<file path="src/rtl/core/mwlfo_pkg.sv">
// ----------------------------------------------------------------------------
// mwlfo_pkg
// Shared types, widths, register codes and the quarter-wave sine table
// ----------------------------------------------------------------------------
package mwlfo_pkg;

    localparam int CHANNELS        = 2;
    localparam int SINE_TABLE_BITS = 10;

    localparam int CH_IDX_W    = (CHANNELS > 1) ? $clog2(CHANNELS) : 1;
    localparam int QUARTER_LEN = 1 << (SINE_TABLE_BITS - 2);
    localparam int ROM_ADDR_W  = SINE_TABLE_BITS - 1;

    // field widths
    localparam int PHASE_W = 32;
    localparam int FIELD_W = 16;
    localparam int VALUE_W = 18;
    localparam int WAVE_W  = 17;
    localparam int PPH_W   = 28;
    localparam int CFG_W   = 28;
    localparam int CFG_IDX_W = 2;
    localparam int MAC_A_W = 18;
    localparam int MAC_B_W = 29;
    localparam int MAC_P_W = MAC_A_W + MAC_B_W;
    localparam int ACC_W   = MAC_P_W + 1;

    localparam logic signed [WAVE_W-1:0] FULL_SCALE     = 17'sd32768;
    localparam logic signed [WAVE_W-1:0] NEG_FULL_SCALE = -17'sd32768;
    localparam logic [15:0]              MIX_FULL       = 16'd32768;
    localparam logic [PHASE_W-1:0]       QUARTER_TURN   = 32'h4000_0000;

    // waveform codes
    typedef logic [2:0] t_waveform;
    localparam t_waveform WAVE_SINE      = 3'd0;
    localparam t_waveform WAVE_COSINE    = 3'd1;
    localparam t_waveform WAVE_SQUARE    = 3'd2;
    localparam t_waveform WAVE_TRIANGLE  = 3'd3;
    localparam t_waveform WAVE_CROSSFADE = 3'd4;

    // configuration register indexes
    typedef logic [CFG_IDX_W-1:0] t_cfg_idx;
    localparam t_cfg_idx CFG_WAVEFORM     = 2'd0;
    localparam t_cfg_idx CFG_PHASE_PER_HZ = 2'd1;
    localparam t_cfg_idx CFG_MIX          = 2'd2;

    localparam t_waveform           WAVEFORM_RST     = WAVE_SINE;
    localparam logic [PPH_W-1:0]    PHASE_PER_HZ_RST = 28'd22906492;
    localparam logic [15:0]         MIX_RST          = 16'd0;

    typedef enum logic [2:0] {
        ST_IDLE,
        ST_LOOKUP,
        ST_SELECT,
        ST_MIX,
        ST_FADE,
        ST_SCALE,
        ST_STEP,
        ST_DONE
    } t_state;

    typedef struct packed {
        logic en;
        logic accumulate;
    } t_mac_ctrl;

    // quarter-wave table, built at elaboration from a q30 odd polynomial
    localparam longint Q30       = 64'sd1 <<< 30;
    localparam longint ROM_SCALE = 64'sd32768;
    localparam longint ROM_HALF  = 64'sd16384;
    localparam longint SIN_POLY [0:6] = '{
        64'sd61, -64'sd3864, 64'sd172272, -64'sd5026995,
        64'sd85569306, -64'sd693598668, 64'sd1686629713
    };

    typedef logic [QUARTER_LEN:0][15:0] t_sine_rom;

    function automatic t_sine_rom build_sine_rom();
        t_sine_rom rom;
        longint    u;
        longint    u2;
        longint    acc;
        longint    s;
        rom = '0;
        for (int r = 0; r <= QUARTER_LEN; r++) begin
            u   = longint'(r) <<< (32 - SINE_TABLE_BITS);
            u2  = (u * u) / Q30;
            acc = SIN_POLY[0];
            for (int k = 1; k < 7; k++) begin
                acc = SIN_POLY[k] + (acc * u2) / Q30;
            end
            s = (acc * u) / Q30;
            if (s < 0) begin
                s = 0;
            end
            s = (s + ROM_HALF) / ROM_SCALE;
            if (s > ROM_SCALE) begin
                s = ROM_SCALE;
            end
            rom[r] = s[15:0];
        end
        return rom;
    endfunction

    localparam t_sine_rom SINE_ROM = build_sine_rom();

endpackage

</file>
<file path="src/rtl/core/mwlfo_mac.sv">
// ----------------------------------------------------------------------------
// mwlfo_mac
// Shared signed multiply-accumulate unit with a registered accumulator
// ----------------------------------------------------------------------------
module mwlfo_mac
    import mwlfo_pkg::*;
(
    input  logic                       i_clk,
    input  t_mac_ctrl                  i_ctrl,
    input  logic signed [MAC_A_W-1:0]  i_a,
    input  logic signed [MAC_B_W-1:0]  i_b,
    output logic signed [ACC_W-1:0]    o_acc
);

    logic signed [MAC_P_W-1:0] prod;
    logic signed [ACC_W-1:0]   n_acc;
    logic signed [ACC_W-1:0]   r_acc;

    assign prod  = i_a * i_b;
    assign n_acc = i_ctrl.accumulate ? (r_acc + ACC_W'(prod)) : ACC_W'(prod);

    always_ff @(posedge i_clk) begin
        if (i_ctrl.en) begin
            r_acc <= n_acc;
        end
    end

    assign o_acc = r_acc;

endmodule

</file>
<file path="config.mk">
export PLATFORM = sky130hd
export DESIGN_NAME = mwlfo_mac
export DESIGN_NICKNAME = d
export VERILOG_FILES = /design/src/rtl/core/mwlfo_pkg.sv /design/src/rtl/core/mwlfo_mac.sv
export SDC_FILE = /design/constraint.sdc
export NUM_CORES = 2
export LEC_CHECK = 0
export ABC_AREA = 1
export BUFFER_PORTS_ARGS = -buffer_cell sky130_fd_sc_hd__buf_4
export CAP_MARGIN = 20
export CORE_MARGIN = 3
export CORE_UTILIZATION = 55
export DETAILED_ROUTE_END_ITERATION = 10
export HOLD_SLACK_MARGIN = 0.12
export PLACE_DENSITY = 0.72
export SYNTH_ARGS = -nofsm -noshare
export SYNTH_HDL_FRONTEND = slang
export SYNTH_SLANG_ARGS = --single-unit
export TNS_END_PERCENT = 5
</file>
<file path="constraint.sdc">
create_clock -name i_clk -period 11 [get_ports i_clk]
set_clock_uncertainty 0.15 [all_clocks]
set_input_delay 1.1 -clock i_clk [delete_from_list [all_inputs] [get_ports i_clk]]
set_output_delay 1.1 -clock i_clk [all_outputs]
set_load 0.01 [all_outputs]
</file>
==> results by group <==
Outcome
  – Outcome: completed

Setup path
  – Required @ worst endpoint: about 11 ns
  – Crit start category: primary input
  – Crit-path max FO: 29
  – Arr. time, crit path: 8.68 ns
  – Max incr delay on CP: around 0.76 ns
  – Critical path type: in -> reg
  – Crit end category: flop
  – CP max-delay cell: inv_1

Route
  – DRT iter0 DRCs: ~1700
  – Post-DR wirelength/cell: 17.8 um
  – Via count: between 20000 and 25000
  – Vias per cell: between 5 and 6
  – DRT antenna net count: 0
  – First-pass DRT Iterations: 6
  – Detailed Route WL: 73300 um
  – Residual DRC: 0

Layout
  – # diodes: 0
  – Layout Nets: 4248
  – Max reg flops: 48
  – P&R area growth vs syn: 4.67%
  – Layout cell share with drive strength beyond 1: ~4.4%

Floorplanning
  – Die area: about 50000 um2
  – Core Area: between 40000 and 50000 um2
  – Die Ht: roughly 220 um
  – Cell row count: 77
  – Io pins: 98
  – Initial Util: 56.4%
  – Die width: 220 um

Logic synthesis
  – Register bit total from synthesis: 48
  – Yosys warns: 0
  – Cell Area, Synth: roughly 25000 um2
  – Synth Area in XOR/XNOR: about 1.3%
  – Largest family of logic cells by synthesized area: adder cells
  – Mux cell area share after synthesis: 0%
  – Simple-gate portion of the synthesized area: 23.7%
  – Compound-cell area share of the yosys netlist: 4.82%
  – Synth Area in Adders: 48.2%
  – Syn nets: about 4300
  – Sequential element share of the synthesized area: 5.70%
  – Gate count of the mapped netlist: around 3500
  – Distinct cells, synth: 46
  – Mean Syn Cell Area: between 7 and 8 um2

STA
  – Final period utilization: about four fifths
  – RSZ-0062 raised after global routing: no
  – Max-slew headroom: 28.5%
  – TNS Setup: 0 ns
  – Final-report hold violation count: 0
  – Post-route minimum period: ~9 ns
  – Setup violators final: 0
  – F_max: 114 MHz
  – Final worst slack: 2.23 ns
  – Slew Limit Fails: 0
  – Slew of the pin with the lowest slew margin: approximately 1.1 ns

Run
  – Max_cap viols: 0

Clock tree
  – Root Buffer: clkbuf_16
  – Longest Clk Path Bufs: 2
  – Clk Latency, worst-skew pair: 0.31 ns
  – CTS tree: done
  – Htree depth: 2
  – CTS Buf Count: 5
  – Clock-pin slew on the worst setup and hold paths: approximately 0.07 ns
  – Hold-fix buffers, CTS: 0
  – Post-CTS setup buffer count: 0
  – Post-cts sizing count: 0
  – Clock sinks: between 40 and 50

GRT
  – Initial antenna violation count: 0
  – First-pass GRT wire length: roughly 120000 um
  – Vias in the first global route: 22000
  – GRT Util Overall: 31.5%
  – Largest net degree at the start of global routing: 58
  – GRT overflow: 0

Placed design
  – Port bufs: 97
  – Setup WS pre-CTS: 2.03 ns
  – Hpwl dp: 61200 um
  – Final Wtd Congestion: 1.01

Min path
  – Hold Path Class: reg -> reg
[layout make-up]
type                       instances  area, um2
fill                            4377      18300
inverter                         974       3660
sequential                        48       1440
tap                              592        741
clock inverter                     3       46.3
timing repair buffer              98        736
clock buffer                       5        125
multi-input combinational       2401      19700
[metal layers]
layer  up-vias  GRT usage [%]  wire length (um)
li1      10200              -                 -
met3       108           4.74              5420
met2       777           52.7             34900
met1     10600           43.7             31200
met5         -              0                 0
met4         0           7.49              1780
[cell families (layout without fill, tap and decap cells)]
group / after synthesis / count (layout)
AND/OR/NAND/NOR: 1470 / 1470
buffers and inverters: 1097 / 1080
adder cells (fa/ha/maj): 670 / 670
flip-flops: 48 / 48
XOR/XNOR: 36 / 36
AO/OA/AOI/OAI: 225 / 225
[synthesized netlist by cell type (all sizes together)]
cell type  instances  area share [%]
inv              973              14
and2              22            0.54
nand3            113             2.4
xor2              23            0.89
nand4             26            0.64
nand2b             2           0.059
nor3b              1           0.030
xnor2             13            0.45
o21ai             83             1.7
nor3               9            0.22
nand2           1073              16
or2               19            0.47
a21oi            118             2.4
ha               164             8.1
nand3b            13            0.40
clkbuf           104             1.5
nor2             190             2.9
o21bai            14            0.45
and3               1           0.025
a21boi             1           0.030
edfxtp            48             5.7
a31oi              3           0.074
buf               19            0.31
a21o               4            0.12
nor4               1           0.025
fa               506              40
o211ai             2           0.099
clkinv             1           0.015
[critical path, delay by kind of cell]
kind                       cells  cell delay, ns
buffers and inverters          8            1.27
xor gates and xnor gates       1            0.59
and+or+nand+nor               13            1.97
adders and majority gates      8            3.50
AOI/OAI and AO/OA              2            0.22
[cells in the final DEF, fill, tap and decap left out, types with 48 or more instances in the layout]
cell      count
nand3_1     107
edfxtp_1     48
buf_4        98
nand2_1    1067
ha_1        164
o21ai_0      68
nor2_1      186
fa_1        506
inv_1       968
a21oi_1     116
[stage by stage]
stage / hold WS [ns] / instance area (um2) / std cells / util [%]
2_1_floorplan: 0.570 / 25300 / 3546 / -
6_report: 0.560 / 26500 / 4121 / 59.1
3_3_place_gp: 0.547 / 26300 / 4113 / 58.7
3_5_place_dp: 0.535 / 26300 / 4113 / 58.7
4_1_cts: 0.554 / 26500 / 4121 / 59.1
5_1_grt: 0.598 / 26500 / 4121 / 59.1
[final timing paths]
check / cells after the start / slack [ns] / from / end
setup / recovery: 32 / 2.23 / i_a[17] / o_acc[24]$_DFFE_PP_
hold reg to reg: 3 / 0.56 / o_acc[0]$_DFFE_PP_ / o_acc[0]$_DFFE_PP_
hold / removal: 3 / 0.56 / o_acc[0]$_DFFE_PP_ / o_acc[0]$_DFFE_PP_
setup reg to reg: 11 / 7.93 / o_acc[0]$_DFFE_PP_ / o_acc[16]$_DFFE_PP_
Power is not shown: default switching activity piles up to over one toggle a cycle in this logic, so the estimate is an artifact.
